===== config.mk =====
export PLATFORM = sky130hd
export DESIGN_NAME = msch_ctrl
export DESIGN_NICKNAME = d
export VERILOG_FILES = /design/src/rtl/msch_pkg.sv /design/src/rtl/msch_ctrl.sv
export SDC_FILE = /design/constraint.sdc
export NUM_CORES = 1
export LEC_CHECK = 0
export CORE_AREA = 2 2 39 41
export CTS_CLUSTER_SIZE = 10
export DETAILED_ROUTE_END_ITERATION = 16
export DIE_AREA = 0 0 41 43
export DONT_BUFFER_PORTS = 1
export GPL_TIMING_DRIVEN = 0
export SYNTH_ARGS = -nofsm -noshare
export SYNTH_HDL_FRONTEND = slang
export SYNTH_SLANG_ARGS = --single-unit

===== constraint.sdc =====
create_clock -name clk -period 1.25 [get_ports clk]
set_input_delay 0.0625 -clock clk [delete_from_list [all_inputs] [get_ports clk]]
set_output_delay 0.0625 -clock clk [all_outputs]
set_load 0.05 [all_outputs]

===== src/rtl/msch_pkg.sv =====
// ----------------------------------------------------------------------------
// msch_pkg
// Shared types, codes and sizes for the multi-policy job scheduler.
// ----------------------------------------------------------------------------
package msch_pkg;

	localparam int DEPTH = 16;
	localparam int IDX_W = $clog2(DEPTH);
	localparam int CNT_W = $clog2(DEPTH + 1);

	localparam int TIME_W = 32;
	localparam int JOB_W  = 16;
	localparam int LEN_W  = 24;
	localparam int PRI_W  = 8;
	localparam int POL_W  = 3;
	localparam int MODE_W = 2;
	localparam int STAT_W = 2;

	// scheduling policies
	localparam logic [POL_W-1:0] POL_FCFS = 3'd0;
	localparam logic [POL_W-1:0] POL_SJF  = 3'd1;
	localparam logic [POL_W-1:0] POL_PSJF = 3'd2;
	localparam logic [POL_W-1:0] POL_PRI  = 3'd3;
	localparam logic [POL_W-1:0] POL_PPRI = 3'd4;
	localparam logic [POL_W-1:0] POL_RR   = 3'd5;

	// event kinds
	localparam logic [MODE_W-1:0] MODE_ARRIVE = 2'd0;
	localparam logic [MODE_W-1:0] MODE_FINISH = 2'd1;
	localparam logic [MODE_W-1:0] MODE_EXPIRE = 2'd2;

	// result status codes
	localparam logic [STAT_W-1:0] ST_OK      = 2'd0;
	localparam logic [STAT_W-1:0] ST_FULL    = 2'd1;
	localparam logic [STAT_W-1:0] ST_EMPTY   = 2'd2;
	localparam logic [STAT_W-1:0] ST_IGNORED = 2'd3;

	typedef enum logic [3:0] {
		CMD_NOP,
		CMD_LOAD,
		CMD_DROP,
		CMD_SCAN0,
		CMD_SCAN1,
		CMD_PSJF,
		CMD_APPEND,
		CMD_STEP,
		CMD_INSERT,
		CMD_FINISH,
		CMD_EMPTY,
		CMD_IGNORE,
		CMD_ROTATE,
		CMD_RESULT
	} cmd_t;

	typedef enum logic [2:0] {
		S_IDLE,
		S_DECODE,
		S_SCAN,
		S_INSERT,
		S_RESULT,
		S_OUT
	} state_t;

	typedef struct packed {
		logic [MODE_W-1:0] mode;
		logic [POL_W-1:0]  pol;
		logic              empty;
		logic              full;
		logic              scan_done;
	} dp_status_t;

endpackage


===== src/rtl/msch_ctrl.sv =====
// ----------------------------------------------------------------------------
// msch_ctrl
// Sequencer: decodes each event and steps the datapath through the scan,
// the queue update and the result hand-off.
// ----------------------------------------------------------------------------
module msch_ctrl (
	input  logic                clk,
	input  logic                arst_n,
	input  logic                in_valid,
	output logic                in_stall,
	output logic                out_valid,
	input  logic                out_stall,
	input  msch_pkg::dp_status_t dp_st,
	output msch_pkg::cmd_t      cmd
);
	import msch_pkg::*;

	state_t state_q, state_d;

	// state register
	always_ff @(posedge clk or negedge arst_n) begin
		if (!arst_n) begin
			state_q <= S_IDLE;
		end else begin
			state_q <= state_d;
		end
	end

	// next state and commands
	always_comb begin
		state_d   = state_q;
		cmd       = CMD_NOP;
		in_stall  = 1'b1;
		out_valid = 1'b0;
		case (state_q)
			S_IDLE: begin
				in_stall = 1'b0;
				if (in_valid) begin
					cmd     = CMD_LOAD;
					state_d = S_DECODE;
				end
			end
			S_DECODE: begin
				state_d = S_RESULT;
				case (dp_st.mode)
					MODE_ARRIVE: begin
						if (dp_st.full) begin
							cmd = CMD_DROP;
						end else if (dp_st.empty) begin
							cmd     = CMD_APPEND;
							state_d = S_INSERT;
						end else begin
							case (dp_st.pol)
								POL_SJF, POL_PRI: begin
									cmd     = CMD_SCAN1;
									state_d = S_SCAN;
								end
								POL_PSJF: begin
									cmd     = CMD_PSJF;
									state_d = S_SCAN;
								end
								POL_PPRI: begin
									cmd     = CMD_SCAN0;
									state_d = S_SCAN;
								end
								default: begin
									cmd     = CMD_APPEND;
									state_d = S_INSERT;
								end
							endcase
						end
					end
					MODE_FINISH: begin
						cmd = dp_st.empty ? CMD_EMPTY : CMD_FINISH;
					end
					MODE_EXPIRE: begin
						if (dp_st.pol != POL_RR) begin
							cmd = CMD_IGNORE;
						end else if (dp_st.empty) begin
							cmd = CMD_EMPTY;
						end else begin
							cmd = CMD_ROTATE;
						end
					end
					default: begin
						cmd = CMD_NOP;
					end
				endcase
			end
			S_SCAN: begin
				// advance until the first strictly greater key or the tail
				if (dp_st.scan_done) begin
					state_d = S_INSERT;
				end else begin
					cmd = CMD_STEP;
				end
			end
			S_INSERT: begin
				cmd     = CMD_INSERT;
				state_d = S_RESULT;
			end
			S_RESULT: begin
				cmd     = CMD_RESULT;
				state_d = S_OUT;
			end
			S_OUT: begin
				out_valid = 1'b1;
				if (!out_stall) begin
					state_d = S_IDLE;
				end
			end
			default: begin
				state_d = S_IDLE;
			end
		endcase
	end

endmodule


# == Word-level counts from Yosys, hierarchy flattened ==
# Cells that the tools add are included.
# op_classes
reduce_logical,5
muxes,20
n_eq_ne,15
# ops
op,n
two-way mux 3 bit,10
case mux 4 bit (5 select lines),1
case mux 3 bit (6 select lines),1
"equality test 3 x 2 -> 1 bit, second input constant",4
case mux 4 bit (3 select lines),1
"equality test 3 bit, second input constant",3
case mux 3 bit (3 select lines),1
"equality test 3 x 1 -> 1 bit, second input constant",2
"inequality test 2 bit, second input constant",3
two-way mux 1 bit,5
OR reduction 4 bit,1
zero test 3 bit,1
"inequality test 3 bit, second input constant",1
AND reduction 3 bit,1
"equality test 2 x 1 -> 1 bit, second input constant",1
"equality test 2 bit, second input constant",1
zero test 2 bit,1
two-way mux 2 bit,1
OR reduction 2 bit,1
# totals
output_inout_bits,6
ff_bits,3
elab_cells,41

# == Depth between registers and ports, before layout ==
# Gate-level depths: netlist of the first run.
# logic_depth
ltp_word,7
mapped_depth,6
depth_no_buf,6

# == Least setup slack after synthesis of the first run ==
# OpenSTA, ideal clock, no wires.
# synth_path
path_kind,flip-flop to output port
startpoint,register state_q[0]
endpoint,output cmd[3]
setup_slack_ns,-0.287
path_stages_with_launch,4
arrival_time_ns,1.475
t_required_ns,1.188
path_cell_list,dfrtp_1 buf_2 nand2b_1 o22ai_1
# synth_via
elab_chain_cells,2
word_cells_on_any_way,6
classes_between,4 x eq/ne; 1 x mux; 1 x reduce/logical
# synth_lines
element,line,source
"start, declared",msch_ctrl.sv:18,"state_t state_q, state_d;"
"start signal, assigned",msch_ctrl.sv:25,state_q <= state_d;
equality test 3 bit (tied with other cells),msch_ctrl.sv:35,case (state_q)
case mux 4 bit (5 select lines) *,msch_ctrl.sv:35,
"end, declared",msch_ctrl.sv:14,output msch_pkg::cmd_t cmd
# Every way passes the cells marked *; elsewhere a longest branch is shown, timed or not.

# == Worst setup path after layout of the first run ==
# layout_path
startpoint,register state_q[1]
endpoint,output cmd[2]
# The elaborated chain is that of the path after synthesis.

==> impl_metrics.csv, run 1 <==
group,metric,value,unit
grt,antenna_found_initial,0,
clock_tree,root_buffer,"clkbuf_4",
layout,area_growth,57.68,%
clock_tree,numCtsBuffers,3,
logic_synthesis,synth_async_sr_flop_share,100.0,%
detailed_routing,drc_errors,0,
layout,multiInputGateArea,430.4,um^2
clock_tree,cts_max_path_buffers,2,
floorplan,dieArea,0.001763,mm^2
detailed_routing,via_count,446,
critical_path,crit_required,1.19,ns
logic_synthesis,synth_commonest_cells,"5 x a21oi_1, 5 x inv_1, 5 x nor2_1, 4 x ha_1",
floorplan,ios,18,
outcome,status,"finished with violations",
pwr,power_density,2306,mW/mm^2
clock_tree,insertion_delay,0.24,ns
logic_synthesis,synth_cell_types,32,
grt,grt_pass1_wl,1876,um
layout,largestRegisters,"state_q (3)",
layout,fin_area,680.7,um^2
logic_synthesis,syn-num-nets,72,
detailed_routing,drt_iter0_markers,3,
logic_synthesis,synthSimpleGateAreaFrac,24.64,%
layout,fillCellCount,140,
placement,port_buffers,0,
timing,setup_viol,6,
logic_synthesis,synth_top_family_by_area,"compound AO/OA/AOI/OAI gates",
timing,period_share,124.0,%
logic_synthesis,synth.area.top_cells,"dfrtp_1 17%, ha_1 12%, a21oi_1 5.8%",
layout,diodes,0,
critical_path,crit_path_start_kind,"flip-flop",
grt,grt.total_usage,15.70,%
worst_hold_path,holdCritPathClass,"primary input to flip-flop",
grt,grt_max_degree,8,
floorplan,dieWidth,41,um
placement,placed_cells,72,
logic_synthesis,synthCells,56,
layout,fin_nets,86,
timing,fin_tns_setup,-0.9327,ns
timing,fin_skew,0.005702,ns
critical_path,crit_path_end_kind,"output port",
logic_synthesis,synth_adder_area_share,11.59,%
logic_synthesis,syn_area,431.7,um^2
timing,rsz0062_at_grt,"yes",
layout,drive_gt1_share,46.38,%
timing,tightest_slew,0.4221,ns
floorplan,initial_core_util,31.19,%
layout,instances_no_fill,85,
outcome,violations,"negative setup slack",
logic_synthesis,seq_area_frac_synth,17.39,%
logic_synthesis,synth_top_area_share,17.39,%
placement,placed_area,466.7,um^2
grt,grt_pass1_vias,453,
detailed_routing,post_drt_wl_per_cell,14.40,um
logic_synthesis,ys_warn_count,0,
critical_path,cp_data_arrival_time,1.49,ns
layout,seq_area,77.57,um^2
logic_synthesis,ys_ff_latch,3,
pwr,p_total,1.570,mW
clock_tree,htreeDepth,1,
detailed_routing,wl,1224,um
logic_synthesis,yosysTopAreaCell,"dfrtp_1",
critical_path,crit_type,"flip-flop to output port",
logic_synthesis,syn_avg_cell_area,7.708,um^2
critical_path,cp_max_fo,4,
timing,fin_ws,-0.3001,ns
timing,finalMaxSlewViolations,0,
logic_synthesis,synth_xor_area_share,4.058,%
pwr,leakage,0.2917,nW
timing,hold_violations,0,
clock_tree,cts_num_sinks,3,
logic_synthesis,synth_edf_count,0,
logic_synthesis,synth_compound_area_share,32.46,%
timing,clock.fmax,0.6451,GHz
detailed_routing,viasPerCell,5.247,
logic_synthesis,ys.flop_type,"dfrtp_1",
detailed_routing,first_pass_iters,3,
clock_tree,cts_tree,"done",
layout,final_util,49.19,%
detailed_routing,antenna_left,0,
layout,regMostFlops,"state_q",
timing,min_period,1.550,ns
clock_tree,cts.reportedPaths.clkPinSlew,0.04,ns
placement,gp_congestion,0.7179,
layout,largest_reg_flops,3,
floorplan,placement_rows,14,
flow_run,drv_cap,0,
floorplan,core,0.001384,mm^2
floorplan,chipHeight,43,um
timing,relSlewSlack,72.58,%
pwr,peakVddDrop,0.0008921,V
placement,dp_hpwl,746.3,um
grt,gr-total-overflow,0,
logic_synthesis,synth.area.mux_share,2.319,%
[layout by cell type, fill, tap and decap left out, drive strengths merged]
master	netlist	layout
o22ai	2	2
and2	1	1
buf	2	10
nor2	6	6
a21o	1	1
inv	6	6
o2bb2ai	1	1
ha	4	4
xor2	2	2
dfrtp	3	3
a311oi	1	1
a31oi	1	1
a21oi	5	5
nor2b	1	1
or3	1	1
clkbuf	0	4
o21a	1	1
o41ai	1	1
nor4b	1	1
o31ai	1	1
mux2i	1	1
o21bai	1	1
nand2	1	1
and2b	1	1
nand3	2	2
dlygate4sd3	0	1
o21ai	4	4
nor3	1	1
o211ai	1	1
nand2b	3	3
[power breakdown]
part	internal (mW)	leakage (nW)	switching, mW
Sequential	0.136	0.0339	0.0633
Clock	0.120	0.0150	0.0599
Combinational	0.464	0.243	0.726
Total	0.720	0.292	0.849
[what timing repair did]
item	in CTS	in global routing
setup endpoints to repair	6	7
hold endpoints to repair	3	0
hold buffers	1	0
pin swaps	3	5
resized for setup	21	5
setup buffers	8	2
[area by class of cell]
| type | count | area share, % |
|---|---|---|
| Multi-Input combinational cell | 45 | 63.24 |
| Timing Repair Buffer | 9 | 11.95 |
| Sequential cell | 3 | 11.40 |
| Clock buffer | 4 | 3.860 |
| Buffer | 2 | 3.309 |
| Inverter | 6 | 3.309 |
| Tap cell | 16 | 2.941 |
[stage by stage]
stage,worst slack (ns),hold WS [ns]
global placement,-0.4197,-0.2330
detailed placement,-0.4212,-0.2330
global route,-0.3509,0.02586
finish,-0.3001,0.008573
floorplan,-0.2723,-0.2331
CTS,-0.3295,0.01561
[cells by family after synthesis]
logic type	after synthesis
muxes	1
and+or+nand+nor	18
xor gates and xnor gates	2
adders and majority gates	4
DFF	3
buffers and inverters	8
AOI/OAI and AO/OA	20
[final timing paths]
path,from,end,slack [ns],depth (start not counted)
max,state_q[1],cmd[2],-0.30,3
min,out_stall,state_q[0],0.009,2
max reg2reg,state_q[1],state_q[0],0.03,5
min reg2reg,state_q[0],state_q[2],0.63,2
max in group asynchronous,arst_n,state_q[2],1.01,1
min in group asynchronous,arst_n,state_q[0],0.07,1
[critical path, stage by stage (launching register included)]
cell,delay [ns]
dfrtp_2,0.44
nor4b_4,0.29
o31ai_2,0.14
o22ai_4,0.39
[per-layer routing]
metal,track usage (%),share of wire [%]
met2,25.62,55
met5,0,0
met1,17.46,41
met4,10.00,0
met3,2.618,3.8
(Power assumes the default switching activity.)
==> inputs of run 2 (changes only) <==
- PLACE_DENSITY_LB_ADDON: default -> 0.25
==> run 2 against run 1 <==
  * The flow still finishes with violations (negative setup slack)
  * Sequential share of layout area rose by 0.15 points
  * Highest routed layer is now met4
  * Via count did not move
  * Power rose by 1.4%
  * Setup slack improved by 0.025 ns
  * Critical path depth did not move
  * Clock skew fell by 0.0050 ns
  * Fmax rose by 1.7%
  * Non-clock buffer count did not move
  * Clock-buffer cell count did not move
==> impl_metrics.csv, run 2 (synthesis results as in run 1) <==
group,metric,value,unit
outcome,status,"finished with violations",
outcome,violations,"negative setup slack",
flow_run,drv_cap,0,
pwr,peakVddDrop,0.0009264,V
critical_path,crit_path_start_kind,"flip-flop",
floorplan,dieArea,0.001763,mm^2
placement,placed_cells,72,
clock_tree,cts_max_path_buffers,2,
detailed_routing,wl_met1,481,um
pwr,power.internal,0.7482,mW
placement,dpl_worst_slack,-0.4078,ns
layout,largest_reg_flops,3,
grt,grt_pass1_vias,436,
timing,tightest_slew,0.4156,ns
detailed_routing,viasPerCell,5.247,
pwr,p_sw_share,52.98,%
placement,dp_hpwl,733.7,um
layout,largestRegisters,"state_q (3)",
detailed_routing,drc_errors,0,
grt,gr-total-overflow,0,
grt,antenna_found_initial,0,
layout,final_common_cell,"buf_6",
layout,instances_no_fill,85,
detailed_routing,top_layer,"met4",
timing,period_share,122.0,%
floorplan,initial_core_util,31.19,%
timing,fin_tns_setup,-0.9322,ns
detailed_routing,post_drt_wl_per_cell,13.08,um
detailed_routing,route.met2.wl,516,um
floorplan,core,0.001384,mm^2
placement,placed_area,466.7,um^2
clock_tree,cts_tree,"done",
timing,setup_viol,7,
pwr,p_seq_share,12.5,%
detailed_routing,wl_met3,98,um
critical_path,crit_required,1.19,ns
critical_path,crit_path_end_kind,"output port",
critical_path,crit_type,"flip-flop to output port",
grt,grt.total_usage,13.99,%
worst_hold_path,hold_path.startpoint,"out_stall",
timing,rsz0062_at_grt,"yes",
layout,fin_area,671.9,um^2
layout,fillCellCount,135,
pwr,power.switching,0.8431,mW
pwr,p_comb_share,76.5,%
pwr,power_density,2368,mW/mm^2
timing,finalMaxSlewViolations,0,
layout,area_growth,55.65,%
critical_path,cp_max_fo,3,
clock_tree,htreeDepth,1,
pwr,p_total,1.591,mW
timing,hold_violations,0,
layout,final_cell_mix,"6 x buf_6, 5 x inv_1, 5 x nor2_1",
grt,grt_max_degree,10,
floorplan,placement_rows,14,
placement,gp_congestion,0.6780,
critical_path,startpoint,"state_q[1]",
clock_tree,insertion_delay,0.23,ns
floorplan,dieWidth,41,um
clock_tree,numCtsBuffers,3,
timing,relSlewSlack,73.01,%
layout,drive_gt1_share,43.48,%
clock_tree,cts_num_sinks,3,
critical_path,r2r_start,"state_q[1]",
layout,regMostFlops,"state_q",
detailed_routing,antenna_left,0,
placement,port_buffers,0,
detailed_routing,first_pass_iters,2,
grt,grt_pass1_wl,1711,um
layout,diodes,0,
clock_tree,root_buffer,"clkbuf_4",
critical_path,cp_data_arrival_time,1.46,ns
detailed_routing,drt_iter0_markers,1,
clock_tree,cts.reportedPaths.clkPinSlew,0.04,ns
layout,fin_nets,86,
worst_hold_path,holdCritPathClass,"primary input to flip-flop",
timing,fin_ws,-0.2748,ns
detailed_routing,via_count,446,
floorplan,chipHeight,43,um
timing,clock.fmax,0.6558,GHz
timing,fin_skew,0.0007332,ns
pwr,clock_power_share,11.0,%
detailed_routing,wl,1112,um
timing,min_period,1.525,ns
floorplan,ios,18,
pwr,leakage,0.2881,nW
-- run 2: cell count changes in the layout (fill, tap and decap cells not counted) --
cell      previous run  this run
a21oi_1              3         4
a21oi_2              2         1
buf_4                5         4
buf_6                5         6
inv_2                1         0
inv_4                0         1
o21bai_1             0         1
o21bai_4             1         0
-- run 2: stage by stage --
stage	hold slack, ns	util (%)
6_report	0.03603	48.55
4_1_cts	0.01811	46.02
2_1_floorplan	-0.2331	-
3_3_place_gp	-0.2330	33.73
3_5_place_dp	-0.2330	33.73
5_1_grt	0.02533	48.55
-- run 2: area by class of cell --
cell class / instances / area, um^2 / area share [%]
plain buffers: 2 / 22.52 / 3.352
clock buffers: 4 / 26.28 / 3.911
inverters: 6 / 25.02 / 3.724
multi-input cells: 45 / 415.4 / 61.82
flip-flops and latches: 3 / 77.57 / 11.55
well taps: 16 / 20.02 / 2.980
repair buffers: 9 / 85.08 / 12.66
-- run 2: worst paths after layout --
kind | to | slack [ns] | cells after the start
max | cmd[2] | -0.27 | 3
min | state_q[0] | 0.04 | 2
max reg2reg | state_q[0] | -0.01 | 4
min reg2reg | state_q[2] | 0.68 | 2
max in group asynchronous | state_q[1] | 1.01 | 1
min in group asynchronous | state_q[2] | 0.08 | 1
-- run 2: critical path: stages (launching register included) --
cell     delay [ns]
dfrtp_2        0.43
nor4b_4        0.30
o31ai_2        0.13
o22ai_4        0.36
-- run 2: metal layers --
layer | GRT usage [%] | vias to the layer above
met2 | 21.25 | 17
met1 | 16.46 | 201
met4 | 10.00 | 0
met5 | 0 | -
li1 | - | 226
met3 | 2.618 | 2
-- run 2: power by group through the flow --
stage / Clock (mW) / Combinational [mW] / Sequential [mW]
6_report: 0.175 / 1.22 / 0.200
5_1_grt: 0.203 / 1.28 / 0.202
4_1_cts: 0.186 / 1.16 / 0.191
3_5_place_dp: 0 / 0.834 / 0.189
3_3_place_gp: 0 / 0.830 / 0.194
2_1_floorplan: 0 / 0.773 / 0.176
-- run 2: repair_timing --
action	in CTS	in global routing
endpoints found under the hold margin	3	0
gates resized for setup	18	8
hold buffers	1	0
setup endpoints to repair	6	7
buffers inserted	7	2
pin swaps	4	4
==> inputs of run 3 (changes only) <==
- CORE_AREA: 2 2 39 41 -> 10 10 47 49
- DIE_AREA: 0 0 41 43 -> 0 0 57 59
==> run 3 against run 2 <==
  * The run still ends with negative setup slack left
  * Clock-buffer cell count unchanged
  * Sequential cell count unchanged
  * Fmax decreased by 2.0%
  * Critical path type unchanged
  * Highest routed layer is now met3
==> impl_metrics.csv, run 3 (synthesis results as in run 1) <==
group,metric,value,unit
outcome,status,"finished with violations",
outcome,violations,"negative setup slack",
detailed_routing,first_pass_iters,3,
detailed_routing,post_drt_wl_per_cell,14.43,um
layout,fillCellCount,152,
pwr,peakVddDrop,0.0007823,V
pwr,clock_power_share,11.4,%
pwr,p_sw_share,53.77,%
floorplan,dieWidth,57,um
critical_path,crit_path_start_kind,"flip-flop",
pwr,power_density,2444,mW/mm^2
critical_path,r2r_slack,0.10,ns
worst_hold_path,holdCritPathClass,"primary input to flip-flop",
clock_tree,numCtsBuffers,3,
detailed_routing,via_count,424,
clock_tree,insertion_delay,0.23,ns
layout,final_cell_mix,"5 x inv_1, 5 x a21oi_1, 5 x nor2_1, 4 x buf_6, 4 x ha_1",
layout,final_util,44.20,%
layout,regMostFlops,"state_q",
worst_hold_path,hold_path.startpoint,"out_stall",
timing,fin_ws,-0.3057,ns
critical_path,worstSetupEndpoint,"cmd[2]",
critical_path,rr_endpoint,"state_q[0]",
critical_path,crit_required,1.19,ns
layout,largest_reg_flops,3,
pwr,power.switching,0.8137,mW
layout,fin_area,619.3,um^2
detailed_routing,antenna_left,0,
timing,period_share,124.5,%
timing,tightest_slew,0.4237,ns
floorplan,chipHeight,59,um
timing,setup_viol,5,
layout,fin_nets,82,
clock_tree,cts_max_path_buffers,2,
placement,placed_area,466.7,um^2
layout,diodes,0,
layout,drive_gt1_share,36.92,%
clock_tree,root_buffer,"clkbuf_4",
pwr,p_total,1.513,mW
timing,min_period,1.556,ns
critical_path,cp_max_fo,4,
detailed_routing,drc_errors,0,
detailed_routing,wl,1169,um
clock_tree,cts_num_sinks,3,
flow_run,drv_cap,0,
critical_path,startpoint,"state_q[1]",
pwr,leakage,0.2627,nW
layout,area_growth,43.48,%
clock_tree,cts_tree,"done",
timing,rsz0062_at_grt,"yes",
grt,grt.total_usage,6.901,%
floorplan,dieArea,0.003363,mm^2
placement,dp_hpwl,892.4,um
critical_path,crit_type,"flip-flop to output port",
layout,largestRegisters,"state_q (3)",
timing,fin_skew,0.0005449,ns
timing,clock.fmax,0.6428,GHz
detailed_routing,viasPerCell,5.235,
critical_path,cp_data_arrival_time,1.49,ns
layout,seq_area,77.57,um^2
floorplan,initial_core_util,30.80,%
layout,multiInputGateArea,402.9,um^2
grt,grt_max_degree,11,
placement,port_buffers,0,
critical_path,crit_path_end_kind,"output port",
floorplan,placement_rows,14,
grt,antenna_found_initial,0,
grt,grt_pass1_vias,463,
timing,finalMaxSlewViolations,0,
pwr,p_comb_share,75.4,%
critical_path,r2r_cells,5,
pwr,power.internal,0.6997,mW
timing,hold_violations,0,
clock_tree,cts.reportedPaths.clkPinSlew,0.04,ns
floorplan,core,0.001401,mm^2
floorplan,ios,18,
critical_path,r2r_start,"state_q[2]",
grt,grt_pass1_wl,1945,um
detailed_routing,drt_iter0_markers,7,
pwr,p_seq_share,13.2,%
placement,gp_congestion,0.7370,
clock_tree,htreeDepth,1,
grt,gr-total-overflow,0,
timing,relSlewSlack,72.48,%
## run 3: metrics by stage
stage	hold WS, ns	setup WS, ns	setup TNS [ns]	instances
2_1_floorplan	-0.2331	-0.2723	-0.3676	56
3_3_place_gp	-0.2330	-0.4305	-0.8170	72
3_5_place_dp	-0.2330	-0.4163	-0.8019	72
4_1_cts	0.02159	-0.3759	-1.296	80
5_1_grt	0.03035	-0.3779	-1.159	81
6_report	0.03103	-0.3057	-0.8474	81
## run 3: worst max-delay path, stage by stage, from the launching register on
cell and delay (ns):
dfrtp_2 0.44, nor4b_4 0.30, o31ai_2 0.13, o22ai_4 0.39
## run 3: cell type report
type                            count  share of cell area [%]
Tap cell                           16                   3.232
Inverter                            6                   3.636
Sequential cell                     3                   12.53
Clock buffer                        4                   4.242
Timing Repair Buffer                5                   7.677
Buffer                              2                   3.636
Multi-Input combinational cell     45                   65.05
## run 3: worst min-delay path by stage
stage,endpoint,slack [ns],depth (start not counted)
final,state_q[0],0.03,2
after CTS,state_q[0],0.02,2
after global placement,state_q[2],-0.23,0
after detailed placement,state_q[0],-0.23,0
after floorplan,state_q[0],-0.23,0
after global routing,state_q[0],0.03,2
## run 3: what timing repair did
| action | 4_1_cts | 5_1_grt |
|---|---|---|
| gates resized for setup | 15 | 4 |
| hold buffers | 1 | 0 |
| setup buffers | 3 | 1 |
| pin swaps | 4 | 5 |
| endpoints found under the hold margin | 3 | 0 |
| endpoints found under the setup margin | 6 | 7 |
## run 3: power by group through the flow
stage	sequential, mW	clock [mW]	combinational (mW)
after global routing	0.206	0.187	1.21
after detailed placement	0.192	0	0.847
after floorplan	0.176	0	0.773
final	0.200	0.173	1.14
after CTS	0.210	0.183	1.07
after global placement	0.192	0	0.845
## run 3: routing by layer
metal | global-route usage, % | wire length [um]
met3 | 3.433 | 154
met4 | 3.020 | 0
met2 | 10.39 | 533
met5 | 0 | 0
met1 | 8.053 | 481
